<file path="config.mk">
export PLATFORM = sky130hd
export DESIGN_NAME = crp_divider
export DESIGN_NICKNAME = d
export VERILOG_FILES = /design/src/hdl/crp_pkg.sv /design/src/hdl/crp_divider.sv
export SDC_FILE = /design/constraint.sdc
export NUM_CORES = 1
export LEC_CHECK = 0
export BUFFER_PORTS_ARGS = -buffer_cell sky130_fd_sc_hd__buf_4
export CAP_MARGIN = 20
export CELL_PAD_IN_SITES_DETAIL_PLACEMENT = 1
export CELL_PAD_IN_SITES_GLOBAL_PLACEMENT = 2
export CORE_MARGIN = 1
export CORE_UTILIZATION = 39
export DETAILED_ROUTE_END_ITERATION = 10
export GPL_TIMING_DRIVEN = 0
export PLACE_DENSITY = 0.95
export SYNTH_ARGS = -nofsm -noshare
export SYNTH_HDL_FRONTEND = slang
export SYNTH_SLANG_ARGS = --single-unit
</file>
<file path="constraint.sdc">
create_clock -name clk -period 5.2 [get_ports clk]
set_input_delay 1.04 -clock clk [delete_from_list [all_inputs] [get_ports clk]]
set_output_delay 1.04 -clock clk [all_outputs]
set_load 0.005 [all_outputs]
</file>
<file path="src/hdl/crp_pkg.sv">
// ----------------------------------------------------------------------------
// crp_pkg
// Shared constants, codes and types of the character raster plotter.
// ----------------------------------------------------------------------------
package crp_pkg;

  localparam int SCREEN_WIDTH  = 64;
  localparam int SCREEN_HEIGHT = 32;
  localparam int COL_W         = $clog2(SCREEN_WIDTH);
  localparam int ROW_W         = $clog2(SCREEN_HEIGHT);
  localparam int ADDR_W        = ROW_W + COL_W;
  localparam int CELL_DEPTH    = 1 << ADDR_W;
  localparam int CELL_W        = 3;

  localparam int COORD_W   = 32;
  localparam int SPAN_W    = COORD_W + 1;
  localparam int CW_W      = SPAN_W - COL_W;
  localparam int CH_W      = SPAN_W - ROW_W;
  localparam int DIV_D_W   = (CW_W > CH_W) ? CW_W : CH_W;
  localparam int DIV_N_W   = SPAN_W + 1;
  localparam int DIV_CNT_W = $clog2(DIV_N_W + 1);

  localparam int RD_ROW_W   = 5;
  localparam int RD_COL_W   = 6;
  localparam int CFG_IDX_W  = 3;
  localparam int CFG_DATA_W = 32;

  localparam logic [COORD_W-1:0] VIEW_LOW_RST  = COORD_W'(-655360);
  localparam logic [COORD_W-1:0] VIEW_HIGH_RST = COORD_W'(655360);

  typedef logic [CELL_W-1:0] cell_code_t;

  localparam cell_code_t CODE_BLANK = cell_code_t'(0);
  localparam cell_code_t CODE_VAXIS = cell_code_t'(1);
  localparam cell_code_t CODE_HAXIS = cell_code_t'(2);
  localparam cell_code_t CODE_CROSS = cell_code_t'(3);
  localparam cell_code_t CODE_POINT = cell_code_t'(4);

  typedef enum logic [1:0] {
    OP_CLEAR,
    OP_PLOT,
    OP_READ,
    OP_NOP
  } opcode_t;

  typedef enum logic [CFG_IDX_W-1:0] {
    REG_HORIZ_LOW,
    REG_HORIZ_HIGH,
    REG_VERT_LOW,
    REG_VERT_HIGH,
    REG_AXIS_EN
  } cfg_reg_t;

  typedef enum logic [3:0] {
    ST_SWEEP,
    ST_IDLE,
    ST_SIZE,
    ST_AXV_GO,
    ST_AXV_WAIT,
    ST_AXH_GO,
    ST_AXH_WAIT,
    ST_PLX_GO,
    ST_PLX_WAIT,
    ST_PLY_GO,
    ST_PLY_WAIT,
    ST_PLOT_WR,
    ST_READ,
    ST_RESP
  } crp_state_t;

  typedef struct packed {
    logic               start;
    logic [DIV_N_W-1:0] num;
    logic [DIV_D_W-1:0] den;
  } div_req_t;

  typedef struct packed {
    logic               done;
    logic [DIV_N_W-1:0] quo;
  } div_rsp_t;

endpackage

</file>
<file path="src/hdl/crp_divider.sv">
// ----------------------------------------------------------------------------
// crp_divider
// Restoring unsigned divider, one quotient bit per cycle. Pulses done in the
// cycle after the last step; the quotient holds until the next start.
// ----------------------------------------------------------------------------
module crp_divider (
  input  logic              clk,
  input  logic              rst_n,
  input  crp_pkg::div_req_t req,
  output crp_pkg::div_rsp_t rsp
);
  import crp_pkg::*;

  logic [DIV_N_W-1:0]   quo_r, quo_nxt;
  logic [DIV_D_W-1:0]   rem_r, rem_nxt;
  logic [DIV_D_W-1:0]   den_r;
  logic [DIV_CNT_W-1:0] cnt_r, cnt_nxt;
  logic                 busy_r, busy_nxt;
  logic                 done_r, done_nxt;
  logic [DIV_D_W:0]     trial;
  logic [DIV_D_W:0]     diff;

  always_comb begin
    trial    = {rem_r, quo_r[DIV_N_W-1]};
    diff     = trial - {1'b0, den_r};
    quo_nxt  = quo_r;
    rem_nxt  = rem_r;
    cnt_nxt  = cnt_r;
    busy_nxt = busy_r;
    done_nxt = 1'b0;
    if (req.start) begin
      quo_nxt  = req.num;
      rem_nxt  = '0;
      cnt_nxt  = DIV_CNT_W'(DIV_N_W);
      busy_nxt = 1'b1;
    end else if (busy_r) begin
      if (trial >= {1'b0, den_r}) begin
        rem_nxt = diff[DIV_D_W-1:0];
        quo_nxt = {quo_r[DIV_N_W-2:0], 1'b1};
      end else begin
        rem_nxt = trial[DIV_D_W-1:0];
        quo_nxt = {quo_r[DIV_N_W-2:0], 1'b0};
      end
      cnt_nxt = cnt_r - 1'b1;
      if (cnt_r == DIV_CNT_W'(1)) begin
        busy_nxt = 1'b0;
        done_nxt = 1'b1;
      end
    end
  end

  always_ff @(posedge clk) begin
    if (!rst_n) begin
      busy_r <= 1'b0;
      done_r <= 1'b0;
      cnt_r  <= '0;
    end else begin
      busy_r <= busy_nxt;
      done_r <= done_nxt;
      cnt_r  <= cnt_nxt;
    end
  end

  always_ff @(posedge clk) begin
    quo_r <= quo_nxt;
    rem_r <= rem_nxt;
    if (req.start) begin
      den_r <= req.den;
    end
  end

  assign rsp.done = done_r;
  assign rsp.quo  = quo_r;

endmodule

</file>
# Word-level counts from Yosys, hierarchy flattened

Index checks and enable logic that the tools add are counted.

Register bits after elaboration: 98
Latch bits: 0
Bits in writable memories: 0
ROM bits: 0
Input bits: 65
Memories: 0

$add $sub $neg: 2
Multipliers: 0
Div/mod/pow operators: 0
Magnitude comparators: 1
Equal/unequal tests: 1
Shift operators: 0
Multiplexer cells: 10
Bitwise logic cells: 2
Reduce and logical (&&, ||, !) cells: 3

Operators with widths:

| cell                | count |
|---|---|
| $mux 34             | 2 |
| $ge 29x28->1        | 1 |
| $mux 28             | 1 |
| $sub 28x28->28      | 1 |
| $mux 6              | 2 |
| $eq 6x1->1 const B  | 1 |
| $sub 6x1->6 const B | 1 |
| $mux 1              | 5 |
| $reduce_or 3->1     | 1 |
| $not 1->1           | 2 |
| $reduce_bool 2->1   | 1 |
| $reduce_or 2->1     | 1 |

# Longest topological paths before layout

Depth after elaboration: 4
Gate-level depth with buffers: 13
Gate-level depth less buffers: 11

# Worst setup path after synthesis

No wires, ideal clock.

Kind: input-to-reg
Start point: input req[62] (netlist name)
End point: register quo_r[0] (enable)
Setup time: 0.389 ns
Arrival time: 2.346 ns
Required time: 4.811 ns
Path slack: 2.466 ns
Stages: 4
Path buffers: 2
Cell sequence: clkbuf_1 nor2_1 clkbuf_1 inv_1

Longest elaborated chain between the ends: 1

RTL lines:

| item                               | line              | text |
|---|---|---|
| start: declaration                 | crp_divider.sv:9  | `input crp_pkg::div_req_t req,` |
| $reduce_bool 2->1 (no source line) | --                |  |
| end signal: assignment             | crp_divider.sv:65 | `quo_r <= quo_nxt;` |
| end: declaration                   | crp_divider.sv:14 | `logic [DIV_N_W-1:0] quo_r, quo_nxt;` |

No other way between the ends.
A chain may end at the register's enable or synchronous reset.

# Worst setup path after layout

Start point: input req[62] (netlist name)
End point: register quo_r[30] (enable)

Same word-level chain as after synthesis.

==> results.py <==
metrics = {
    "final_layout": {
        "final_common_cell": "buf_4",
        "fin_util_pct": 49.3,
        "area_growth_pct": 23.5,
        "n_antenna_cell": 0,
        "n_fill_cell": 1522,
        "drive_gt1_share_pct": 25.9,
        "stdcell_count": 824,
        "final_cell_mix": "100 x buf_4, 62 x edfxtp_1, 39 x inv_1, 36 x dfxtp_1, 35 x a21oi_1",
        "nets": 735,
    },
    "timing": {
        "tns_ns": 0,
        "fmax_ghz": 0.280,
        "final_max_slew_viol_count": 0,
        "post-route-min-period_ns": 3.57,
        "max_slew_margin_pct": 47.0,
        "hold_viol": 0,
        "skew_ns": 0.0141,
        "worst_pin_slew_ns": 0.795,
        "setup_viol": 0,
        "rsz0062_at_grt": "no",
        "finalCritPeriodShare_pct": 68.7,
        "whs_ns": 0.500,
    },
    "global_route": {
        "track_usage_pct": 21.5,
        "grt_antenna_before_repair": 0,
        "grt_pass1_wl_mm": 23.9,
        "grt_max_degree": 32,
        "overflow": 0,
        "first_global_vias": 4637,
    },
    "clock_tree": {
        "cts.clk_slew.worst_paths_ns": 0.07,
        "clockBufferDepth": 2,
        "tritoncts": "done",
        "numCtsBuffers": 9,
        "clkSinkCount": 98,
        "root_buffer": "clkbuf_16",
        "ctsHoldBuffers": 0,
        "cts.repair.resized": 0,
        "clk_latency_ns": 0.36,
        "h-tree-depth": 3,
        "cts_setup_buffers": 0,
    },
    "synthesis": {
        "synth_area_per_cell_um2": 10.5,
        "synth_warnings": 0,
        "postSynthCellCount": 528,
        "syn_nets": 624,
        "synth_top_area_share_pct": 33.7,
        "seq_area_frac_synth_pct": 46.7,
        "netlist_area_um2": 5530,
        "synth_top_cell_by_area": "edfxtp_1",
        "synth_edf_count": 62,
        "synth-seq-cells": 98,
        "async_flop_share_pct": 0,
        "ys_top_cells_by_area": "edfxtp_1 34%, dfxtp_1 13%, ha_1 6.8%",
        "synth_top_flop_cell": "edfxtp_1",
        "synth.distinct_cells": 57,
    },
    "drt": {
        "drtIter0Drc": 247,
        "ant_nets": 0,
        "via_per_inst": 5.40,
        "avgRoutedWirePerCell_um": 18.6,
        "vias": 4447,
        "firstDrtPassIters": 5,
        "drc": 0,
        "wl_mm": 15.3,
    },
    "critical_path": {
        "arrival_ns": 3.69,
        "worstSetupPathType": "input port to flip-flop",
        "cp_data_required_time_ns": 5.32,
        "path_cells": "buf_4 > clkbuf_1 > nor2_1 > clkbuf_1 > inv_1 > buf_16",
        "crit_path_start": "req[62]",
        "crit_fanout": 31,
        "worstSetupEndpointType": "flip-flop",
        "start_kind": "input port",
        "reg2reg_from": "rem_r[15]$_SDFFE_PP0P_",
        "crit_path_frequent_cell": "clkbuf_1",
        "slowest_delay_ns": 0.60,
        "crit_slowest_cell": "clkbuf_1",
    },
    "power": {
        "p_per_area_nw_per_um2": 308,
        "vdd_drop_max_uv": 157,
        "power.leakage_nw": 2.95,
        "p_total_mw": 2.10,
    },
    "worst_hold_path": {
        "hold_path_class": "flip-flop to flip-flop",
        "hold_start": "rem_r[2]$_SDFFE_PP0P_",
    },
    "floorplanning": {
        "core_um2": 13800,
        "initial_utilization_pct": 40.0,
        "rows": 43,
        "die_area_um2": 14600,
        "ios": 100,
        "die_w_um": 121,
        "die_h_um": 121,
    },
    "place": {
        "place_congestion": 0.819,
        "place_inst": 808,
        "portBuffers": 99,
        "hpwl_mm": 11.1,
    },
    "outcome": {
        "status": "finished clean",
    },
    "job": {
        "maxCapViolations": 0,
    },
}
==> final cells by class <==
class,count,area [um^2],share of cell area [%]
plain buffers,25,116,1.71
clock buffers,9,225,3.30
clock inverters,7,76.3,1.12
inverters,39,146,2.15
multi-input cells,366,2680,39.3
flip-flops and latches,98,2580,37.9
well taps,180,225,3.30
repair buffers,100,771,11.3
==> stage by stage <==
step                      setup slack, ns  area [um^2]
final                                1.63         6820
after global routing                 1.49         6820
after CTS                            1.58         6820
after detailed placement             1.22         6520
after global placement               1.16         6490
after floorplan                      2.47         5530
==> cells in the mapped netlist (4+ instances only) <==
library cell	instances
ha_1	30
xor2_1	11
mux2i_1	19
nand2_1	31
inv_1	39
a32oi_1	4
clkbuf_1	8
mux2_2	33
o311ai_0	4
nand3_1	13
edfxtp_1	62
nor2_1	34
o21a_1	7
o21ai_0	19
and2_1	4
o21bai_1	5
xnor2_1	15
nand2b_1	7
nand3b_1	4
a211oi_1	16
nor2b_1	6
and3_1	4
nand4_1	6
buf_1	6
dfxtp_1	36
a21o_1	10
a21oi_1	35
buf_2	8
nor3_1	9
==> power breakdown <==
group          internal (mW)  total, mW  switching [mW]
Sequential             0.901      0.940          0.0388
Combinational          0.221      0.474           0.253
Clock                  0.343      0.687           0.345
Total                   1.47       2.10           0.636
==> kinds of logic (layout without fill, tap and decap cells) <==
group                    after synthesis  count (layout)  share of synthesized area (%)
AO/OA/AOI/OAI                        124             124                           15.0
XOR/XNOR                              26              26                           4.12
adder cells (fa/ha/maj)               31              31                           7.16
buffers and inverters                 64             180                           4.76
flip-flops                            98              98                           46.7
multiplexers                          52              52                           10.2
AND/OR/NAND/NOR                      133             133                           12.0
==> sequential cells by signal, summed over array words and instances, names as in the netlist <==
| name | count |
|---|---|
| rem_r | 28 |
| cnt_r | 6 |
| quo_r | 34 |
| busy_r | 1 |
| done_r | 1 |
| den_r | 28 |
==> worst max-delay path, delay by kind of cell <==
family	cells	cell delay (ns)
buffers and inverters	5	2.05
AND/OR/NAND/NOR	1	0.57
==> metal layers <==
metal	track usage, %	part of all wire (%)	vias to the layer above
li1	-	-	2152
met1	26.2	44	2174
met5	0	0	-
met4	8.33	2.3	0
met3	4.09	3.3	27
met2	37.3	51	94
==> worst paths after layout <==
kind              slack, ns                     end  cells after the start
setup / recovery       1.63     quo_r[30]$_DFFE_PP_                      6
hold / removal         0.50   rem_r[2]$_SDFFE_PP0P_                      2
setup reg to reg       1.95  rem_r[23]$_SDFFE_PP0P_                     12
hold reg to reg        0.50   rem_r[2]$_SDFFE_PP0P_                      2
Power figures use the tool's default switching activity.
